===== src/design/krt_pkg.sv =====
// ----------------------------------------------------------------------------
// krt_pkg
// shared constants, codes and controller/datapath interface types for the
// keyed record table
// ----------------------------------------------------------------------------
package krt_pkg;

    // table geometry
    localparam int DEPTH = 64;
    localparam int IDX_W = $clog2(DEPTH);
    localparam int CNT_W = $clog2(DEPTH + 1);
    localparam int KEY_W = 32;
    localparam int PAY_W = 32;

    // operation codes
    localparam logic [1:0] OP_INSERT = 2'd0;
    localparam logic [1:0] OP_REMOVE = 2'd1;
    localparam logic [1:0] OP_LOOKUP = 2'd2;

    // result status codes
    localparam logic [1:0] ST_OK     = 2'd0;
    localparam logic [1:0] ST_DUP    = 2'd1;
    localparam logic [1:0] ST_ABSENT = 2'd2;
    localparam logic [1:0] ST_FULL   = 2'd3;

    typedef enum logic [1:0] {
        CS_IDLE,
        CS_SEARCH,
        CS_SHIFT
    } ctl_state_t;

    // source of the reported position
    typedef enum logic [1:0] {
        POS_NONE,
        POS_COUNT,
        POS_MATCH,
        POS_SAVED
    } pos_sel_t;

    // controller to datapath
    typedef struct packed {
        logic       load;
        logic       rd_en;
        logic       save_match;
        logic       shift_wr;
        logic       append;
        logic       dec;
        logic       finish;
        logic [1:0] status;
        pos_sel_t   pos_sel;
        logic       pay_en;
    } krt_cmd_t;

    // datapath to controller
    typedef struct packed {
        logic [1:0] op;
        logic       match;
        logic       rd_vld;
        logic       ptr_lt_cnt;
        logic       full;
    } krt_stat_t;

endpackage


===== src/design/krt_datapath.sv =====
// ----------------------------------------------------------------------------
// krt_datapath
// record memory, scan pointer, entry count and result registers
// ----------------------------------------------------------------------------
module krt_datapath (
    input  logic                          clk,
    input  logic                          rst_n,
    input  logic [1:0]                    op,
    input  logic [krt_pkg::KEY_W-1:0]     key,
    input  logic [krt_pkg::PAY_W-1:0]     payload,
    input  krt_pkg::krt_cmd_t             cmd,
    output krt_pkg::krt_stat_t            stat,
    output logic                          done,
    output logic [1:0]                    status,
    output logic [krt_pkg::IDX_W-1:0]     position,
    output logic [krt_pkg::PAY_W-1:0]     found_payload,
    output logic [krt_pkg::CNT_W-1:0]     count
);

    localparam int REC_W = krt_pkg::KEY_W + krt_pkg::PAY_W;

    // key in the upper half, payload in the lower half
    logic [REC_W-1:0] store_mem [krt_pkg::DEPTH];

    logic [1:0]                op_reg;
    logic [krt_pkg::KEY_W-1:0] key_reg;
    logic [krt_pkg::PAY_W-1:0] pay_reg;
    logic [krt_pkg::CNT_W-1:0] ptr_reg;
    logic [krt_pkg::CNT_W-1:0] cnt_reg;
    logic [krt_pkg::CNT_W-1:0] cnt_next;
    logic [REC_W-1:0]          rd_data_reg;
    logic [krt_pkg::IDX_W-1:0] rd_idx_reg;
    logic                      rd_vld_reg;
    logic [krt_pkg::IDX_W-1:0] saved_idx_reg;
    logic                      done_reg;
    logic [1:0]                status_reg;
    logic [krt_pkg::IDX_W-1:0] position_reg;
    logic [krt_pkg::PAY_W-1:0] found_pay_reg;

    logic                      wr_en;
    logic [krt_pkg::IDX_W-1:0] wr_addr;
    logic [REC_W-1:0]          wr_data;
    logic [krt_pkg::IDX_W-1:0] pos_next;
    logic [krt_pkg::KEY_W-1:0] rd_key;
    logic [krt_pkg::PAY_W-1:0] rd_pay;

    assign rd_key = rd_data_reg[REC_W-1:krt_pkg::PAY_W];
    assign rd_pay = rd_data_reg[krt_pkg::PAY_W-1:0];

    // one write a cycle: append at the end, or move a record down one place
    always_comb
    begin
        wr_en   = 1'b0;
        wr_addr = cnt_reg[krt_pkg::IDX_W-1:0];
        wr_data = {key_reg, pay_reg};
        if (cmd.append)
        begin
            wr_en = 1'b1;
        end
        else if (cmd.shift_wr && rd_vld_reg)
        begin
            wr_en   = 1'b1;
            wr_addr = rd_idx_reg - krt_pkg::IDX_W'(1);
            wr_data = rd_data_reg;
        end
    end

    always_ff @(posedge clk)
    begin
        if (wr_en)
        begin
            store_mem[wr_addr] <= wr_data;
        end
    end

    always_ff @(posedge clk)
    begin
        if (cmd.rd_en)
        begin
            rd_data_reg <= store_mem[ptr_reg[krt_pkg::IDX_W-1:0]];
            rd_idx_reg  <= ptr_reg[krt_pkg::IDX_W-1:0];
        end
    end

    always_comb
    begin
        cnt_next = cnt_reg;
        if (cmd.append)
        begin
            cnt_next = cnt_reg + krt_pkg::CNT_W'(1);
        end
        else if (cmd.dec)
        begin
            cnt_next = cnt_reg - krt_pkg::CNT_W'(1);
        end
    end

    always_comb
    begin
        case (cmd.pos_sel)
            krt_pkg::POS_COUNT: pos_next = cnt_reg[krt_pkg::IDX_W-1:0];
            krt_pkg::POS_MATCH: pos_next = rd_idx_reg;
            krt_pkg::POS_SAVED: pos_next = saved_idx_reg;
            default:            pos_next = '0;
        endcase
    end

    always_ff @(posedge clk or negedge rst_n)
    begin
        if (!rst_n)
        begin
            cnt_reg    <= '0;
            rd_vld_reg <= 1'b0;
            done_reg   <= 1'b0;
            ptr_reg    <= '0;
            op_reg     <= '0;
        end
        else
        begin
            cnt_reg    <= cnt_next;
            rd_vld_reg <= cmd.rd_en;
            done_reg   <= cmd.finish;
            if (cmd.load)
            begin
                ptr_reg <= '0;
                op_reg  <= op;
            end
            else if (cmd.save_match)
            begin
                ptr_reg <= krt_pkg::CNT_W'(rd_idx_reg) + krt_pkg::CNT_W'(1);
            end
            else if (cmd.rd_en)
            begin
                ptr_reg <= ptr_reg + krt_pkg::CNT_W'(1);
            end
        end
    end

    always_ff @(posedge clk)
    begin
        if (cmd.load)
        begin
            key_reg <= key;
            pay_reg <= payload;
        end
        if (cmd.save_match)
        begin
            saved_idx_reg <= rd_idx_reg;
        end
        if (cmd.finish)
        begin
            status_reg    <= cmd.status;
            position_reg  <= pos_next;
            found_pay_reg <= cmd.pay_en ? rd_pay : '0;
        end
    end

    assign stat.op         = op_reg;
    assign stat.match      = rd_vld_reg && (rd_key == key_reg);
    assign stat.rd_vld     = rd_vld_reg;
    assign stat.ptr_lt_cnt = ptr_reg < cnt_reg;
    assign stat.full       = cnt_reg == krt_pkg::CNT_W'(krt_pkg::DEPTH);

    assign done          = done_reg;
    assign status        = status_reg;
    assign position      = position_reg;
    assign found_payload = found_pay_reg;
    assign count         = cnt_reg;

endmodule


===== src/design/krt_ctrl.sv =====
// ----------------------------------------------------------------------------
// krt_ctrl
// sequencer for search, append and shift-down compaction
// ----------------------------------------------------------------------------
module krt_ctrl (
    input  logic               clk,
    input  logic               rst_n,
    input  logic               start,
    input  krt_pkg::krt_stat_t stat,
    output krt_pkg::krt_cmd_t  cmd,
    output logic               busy
);

    krt_pkg::ctl_state_t state_reg;
    krt_pkg::ctl_state_t state_next;

    always_ff @(posedge clk or negedge rst_n)
    begin
        if (!rst_n)
        begin
            state_reg <= krt_pkg::CS_IDLE;
        end
        else
        begin
            state_reg <= state_next;
        end
    end

    always_comb
    begin
        state_next = state_reg;
        cmd        = '0;
        cmd.status = krt_pkg::ST_ABSENT;
        cmd.pos_sel = krt_pkg::POS_NONE;
        case (state_reg)
            krt_pkg::CS_IDLE:
            begin
                if (start)
                begin
                    cmd.load   = 1'b1;
                    state_next = krt_pkg::CS_SEARCH;
                end
            end
            krt_pkg::CS_SEARCH:
            begin
                if (stat.match)
                begin
                    case (stat.op)
                        krt_pkg::OP_INSERT:
                        begin
                            cmd.finish = 1'b1;
                            cmd.status = krt_pkg::ST_DUP;
                            state_next = krt_pkg::CS_IDLE;
                        end
                        krt_pkg::OP_REMOVE:
                        begin
                            cmd.save_match = 1'b1;
                            state_next     = krt_pkg::CS_SHIFT;
                        end
                        krt_pkg::OP_LOOKUP:
                        begin
                            cmd.finish  = 1'b1;
                            cmd.status  = krt_pkg::ST_OK;
                            cmd.pos_sel = krt_pkg::POS_MATCH;
                            cmd.pay_en  = 1'b1;
                            state_next  = krt_pkg::CS_IDLE;
                        end
                        default:
                        begin
                            cmd.finish = 1'b1;
                            state_next = krt_pkg::CS_IDLE;
                        end
                    endcase
                end
                else if (stat.ptr_lt_cnt)
                begin
                    cmd.rd_en = 1'b1;
                end
                else if (!stat.rd_vld)
                begin
                    // scan exhausted, key not present
                    cmd.finish = 1'b1;
                    state_next = krt_pkg::CS_IDLE;
                    if (stat.op == krt_pkg::OP_INSERT)
                    begin
                        if (stat.full)
                        begin
                            cmd.status = krt_pkg::ST_FULL;
                        end
                        else
                        begin
                            cmd.append  = 1'b1;
                            cmd.status  = krt_pkg::ST_OK;
                            cmd.pos_sel = krt_pkg::POS_COUNT;
                        end
                    end
                end
            end
            krt_pkg::CS_SHIFT:
            begin
                cmd.shift_wr = 1'b1;
                if (stat.ptr_lt_cnt)
                begin
                    cmd.rd_en = 1'b1;
                end
                else if (!stat.rd_vld)
                begin
                    cmd.dec     = 1'b1;
                    cmd.finish  = 1'b1;
                    cmd.status  = krt_pkg::ST_OK;
                    cmd.pos_sel = krt_pkg::POS_SAVED;
                    state_next  = krt_pkg::CS_IDLE;
                end
            end
            default:
            begin
                state_next = krt_pkg::CS_IDLE;
            end
        endcase
    end

    assign busy = state_reg != krt_pkg::CS_IDLE;

endmodule


===== src/design/keyed_record_table.sv =====
// ----------------------------------------------------------------------------
// keyed_record_table
// packed table of key/payload records with linear search and gap closing
// ----------------------------------------------------------------------------
// usage
//   a command beat (op, key, payload) is taken on a clock edge where start is
//   high and busy is low. busy stays high while the command is worked on.
//   each command gives exactly one result beat: done is high for one cycle
//   and status, position, found_payload and count are valid in that cycle.
//   the receiver cannot stall; the result must be taken when done is high.
// operation
//   the search reads one record per cycle through the single registered
//   read port of the record memory, until the key is hit or every entry
//   below the count has been read. a remove then moves each later record
//   down one place. done rises in the cycle that busy falls, and a new
//   command can be given in the cycle that done is high.
// reset
//   rst_n clears the entry count and the sequencer; the record memory is
//   not cleared, since only entries below the count are ever read.
// ----------------------------------------------------------------------------
module keyed_record_table (
    input  logic                          clk,
    input  logic                          rst_n,
    input  logic                          start,
    input  logic [1:0]                    op,
    input  logic [krt_pkg::KEY_W-1:0]     key,
    input  logic [krt_pkg::PAY_W-1:0]     payload,
    output logic                          busy,
    output logic                          done,
    output logic [1:0]                    status,
    output logic [krt_pkg::IDX_W-1:0]     position,
    output logic [krt_pkg::PAY_W-1:0]     found_payload,
    output logic [krt_pkg::CNT_W-1:0]     count
);

    // command and status between sequencer and datapath
    krt_pkg::krt_cmd_t  cmd;
    krt_pkg::krt_stat_t stat;

    // sequencer: idle, search scan, shift-down compaction
    krt_ctrl u_ctrl (
        .clk   (clk),
        .rst_n (rst_n),
        .start (start),
        .stat  (stat),
        .cmd   (cmd),
        .busy  (busy)
    );

    // record memory, scan pointer, count and result registers
    krt_datapath u_datapath (
        .clk           (clk),
        .rst_n         (rst_n),
        .op            (op),
        .key           (key),
        .payload       (payload),
        .cmd           (cmd),
        .stat          (stat),
        .done          (done),
        .status        (status),
        .position      (position),
        .found_payload (found_payload),
        .count         (count)
    );

endmodule

===== config.mk =====
export PLATFORM = sky130hd
export DESIGN_NAME = keyed_record_table
export DESIGN_NICKNAME = d
export VERILOG_FILES = /design/src/design/krt_pkg.sv /design/src/design/krt_datapath.sv /design/src/design/krt_ctrl.sv /design/src/design/keyed_record_table.sv
export SDC_FILE = /design/constraint.sdc
export NUM_CORES = 2
export LEC_CHECK = 0
export BUFFER_PORTS_ARGS = -buffer_cell sky130_fd_sc_hd__buf_2
export CAP_MARGIN = 15
export CORE_MARGIN = 2
export CORE_UTILIZATION = 65
export CTS_BUF_LIST = sky130_fd_sc_hd__clkbuf_4 sky130_fd_sc_hd__clkbuf_8
export CTS_CLUSTER_DIAMETER = 120
export DETAILED_ROUTE_END_ITERATION = 8
export GPL_ROUTABILITY_DRIVEN = 0
export PLACE_DENSITY = 0.86
export SLEW_MARGIN = 0
export SYNTH_ARGS = -nofsm -noshare
export SYNTH_HDL_FRONTEND = slang
export SYNTH_SLANG_ARGS = --single-unit

===== constraint.sdc =====
create_clock -name clk -period 10.2 [get_ports clk]
set_input_delay 1.02 -clock clk [delete_from_list [all_inputs] [get_ports clk]]
set_output_delay 1.02 -clock clk [all_outputs]
set_load 0.01 [all_outputs]

==> impl_metrics.json <==
{
  "cts_buffers": 649,
  "netlist_top_cells_area": "edfxtp_1 78%, mux4_2 19%, nand2_1 0.54%",
  "grt_use_met1": 0.495,
  "via_per_inst": 7.75,
  "ys_ff_latch": 4296,
  "leakage_nw": 56.3,
  "hold_class": "in -> reg",
  "num_vias": 86200,
  "grt_pass1_wl_um": 679000,
  "timing.critical_path.mode_cell": "buf_4",
  "place_ws_ns": 3.82,
  "synth_top_cell_area_share": 0.785,
  "finalSetupTns_ns": 0,
  "grt_usage": 0.394,
  "rows": 184,
  "antenna_found_initial": 10,
  "drt_drc_violations_left": 0,
  "final.setup_skew_ns": 0.167,
  "synthesis.nets": 6632,
  "netlist_instances": 6545,
  "wl_um": 501000,
  "met2_usage": 0.600,
  "cts_tree": "done",
  "slowest_stage": "buf_4",
  "fin_nets": 7339,
  "first_pass_iters": 8,
  "combPwrFrac": 0.214,
  "top_usage_layer": "met2",
  "intPower_mw": 31.8,
  "async_reset_ff_frac": 0.00466,
  "r2r_end": "u_datapath.store_mem[40][26]",
  "cts_sinks": 4296,
  "grt_util_met3": 0.134,
  "worstPathRequired_ns": 10.86,
  "synth_top_area_cell": "edfxtp_1",
  "setup_viol": 0,
  "clk_path_buf_depth": 4,
  "grt_max_degree": 167,
  "powerDensity_mw_per_mm2": 242,
  "cts_root_buffer": "clkbuf_8",
  "p_sw_mw": 12.2,
  "synth_ff_type": "edfxtp_1",
  "die-area_mm2": 0.256,
  "netSwitchingFraction": 0.278,
  "fin_crit_ns": 6.98,
  "critPathTopFamily": "simple AND/OR/NAND/NOR gates",
  "cpPeakStageDelay_ns": 1.13,
  "ir_drop_v": 0.000178,
  "crit_arrival_ns": 7.64,
  "fmax_mhz": 143,
  "worstSetupPathType": "reg -> reg",
  "min_from": "key[25]",
  "hold_viol": 0,
  "synth_cell_types": 53,
  "fp.dieW_um": 506,
  "cp_num_buf_inv": 3,
  "synthTopCellsByCount": "4276 x edfxtp_1, 1344 x mux4_2, 236 x nand2_1, 209 x clkbuf_1, 99 x buf_2",
  "synth.cell_area_mm2": 0.164,
  "slew_viol_final": 0,
  "final_cells": 11100,
  "min_delay_path_depth": 1,
  "htree_levels": 6,
  "max_cap_viol_count": 0,
  "cp_cell_sequence": "inv_1, ha_1, a31oi_1, o31ai_1, buf_4, nand3_1, o22ai_1, nand2_1, nor2_4, buf_4",
  "status": "finished clean",
  "overflow": 0,
  "reg2reg_from": "u_datapath.count[1]",
  "rsz0062_at_grt": "no",
  "die_y_um": 506,
  "yosysMostFrequentCell": "edfxtp_1",
  "clkPwrFrac": 0.315,
  "endpoint_kind": "flip-flop",
  "ios": 118,
  "yosysSeqAreaShare": 0.788,
  "clkTransAtPathRegs_ns": 0.06,
  "worst_pin_slew_ns": 1.34,
  "ys_warn_count": 0,
  "reg2reg_slack_ns": 3.22,
  "dp_cells": 9932,
  "largest_register_ffs": 4096,
  "synth_edf_count": 4276,
  "post-route-period-util": 0.684,
  "first_iter_violations": 18100,
  "grt_pass1_vias": 85400,
  "p_seq_frac": 0.471,
  "n_fill_cell": 12100,
  "wl_per_cell_um": 45.1,
  "synth.avg_cell_area_um2": 25.0,
  "startpoint_type": "flip-flop",
  "initial_core_util": 0.652,
  "syn_to_final_growth_pct": 11.4,
  "clkLatencyLatePin_ns": 1.21,
  "ant_nets": 0,
  "slew_headroom": 0.106,
  "place_hpwl_um": 269000,
  "drive_above_1_share": 0.358,
  "crit_path_max_fanout": 43,
  "worst_slack_ns": 3.22,
  "portBuffers": 117,
  "core_mm2": 0.251,
  "min_to": "u_datapath.key_reg[25]",
  "rr_worst_depth": 10
}
==> area by class of cell <==
cell class                      count  area [µm²]  share of cell area
Timing Repair Buffer              388        2870              0.0158
Multi-Input combinational cell   1894       33700               0.185
Clock buffer                      850       10500              0.0578
Inverter                           23         101            0.000556
Sequential cell                  4296      129000               0.708
Antenna cell                        9        22.5            0.000124
Tap cell                         3348        4190              0.0230
Clock inverter                    311        1890              0.0104
==> per-stage QoR <==
step | total power, mW | utilization | cell area [µm²] | hold slack, ns
CTS | 43.8 | 0.726 | 182000 | 0.0163
detailed placement | 30.2 | 0.676 | 170000 | 0.510
global placement | 29.5 | 0.676 | 169000 | 0.496
floorplan | 27.5 | - | 164000 | 0.424
global route | 45.0 | 0.727 | 182000 | 0.0237
finish | 44.1 | 0.727 | 182000 | 0.0212
==> power groups by stage <==
| stage | registers [mW] | logic (mW) | clock network (mW) |
|---|---|---|---|
| floorplan | 20.8 | 6.63 | 0 |
| global placement | 21.0 | 8.46 | 0 |
| detailed placement | 21.1 | 9.18 | 0 |
| CTS | 20.7 | 9.26 | 13.8 |
| global route | 20.7 | 9.69 | 14.5 |
| finish | 20.7 | 9.43 | 13.9 |
==> logic make-up (layout without fill, tap and decap cells) <==
logic type	after synthesis	in the layout	synth area share
xor gates and xnor gates	50	50	0.00268
buffers and inverters	355	1572	0.00897
AOI/OAI and AO/OA	67	67	0.00266
muxes	1346	1346	0.185
DFF	4296	4296	0.788
other	0	9	0
adders and majority gates	18	18	0.00142
and+or+nand+nor	413	413	0.0111
==> cells in the final DEF, fill, tap and decap left out, types with 7 or more instances in the layout <==
master,synthesis,layout
a21oi_1,19,19
and2_1,35,35
buf_12,0,12
buf_2,99,118
buf_4,3,244
bufinv_16,0,12
clkbuf_4,0,187
clkbuf_8,0,663
clkinv_1,0,187
clkinv_2,0,67
clkinvlp_4,0,13
dfrtp_1,20,15
diode_2,0,9
dlygate4sd3_1,0,10
edfxtp_1,4276,4276
ha_1,17,17
inv_1,22,20
inv_6,0,12
inv_8,0,11
mux4_2,1344,1344
nand2_1,236,235
nand2b_1,7,7
nand3_1,12,12
nand4_1,8,8
nor2_1,62,15
nor2_4,0,47
nor3_2,1,17
o21ai_0,15,15
xnor2_1,21,21
xor2_1,29,29
==> repair_timing <==
action / 4_1_cts / 5_1_grt
hold buffers: 10 / 0
resized for setup: 0 / 0
endpoints found under the hold margin: 29 / 0
setup buffers: 0 / 0
==> worst max path at each step <==
stage          slack (ns)                      endpoint  depth (start not counted)             startpoint
2_1_floorplan        3.03   u_datapath.store_mem[35][0]                         10    u_datapath.count[2]
3_3_place_gp         4.15    u_datapath.rd_data_reg[16]                          7  u_datapath.ptr_reg[0]
3_5_place_dp         3.82    u_datapath.rd_data_reg[18]                          7  u_datapath.ptr_reg[0]
4_1_cts              3.66  u_datapath.store_mem[40][26]                          9  u_datapath.ptr_reg[4]
5_1_grt              3.37  u_datapath.store_mem[40][26]                         10    u_datapath.count[1]
6_report             3.22  u_datapath.store_mem[40][26]                         10    u_datapath.count[1]
==> layer usage <==
layer | routed length, µm | vias up
li1 | - | 29900
met1 | 146000 | 43300
met2 | 234000 | 10500
met3 | 80000 | 2451
met4 | 40600 | 14
met5 | 220 | -
Note: power is estimated with default switching activity, not from simulation.
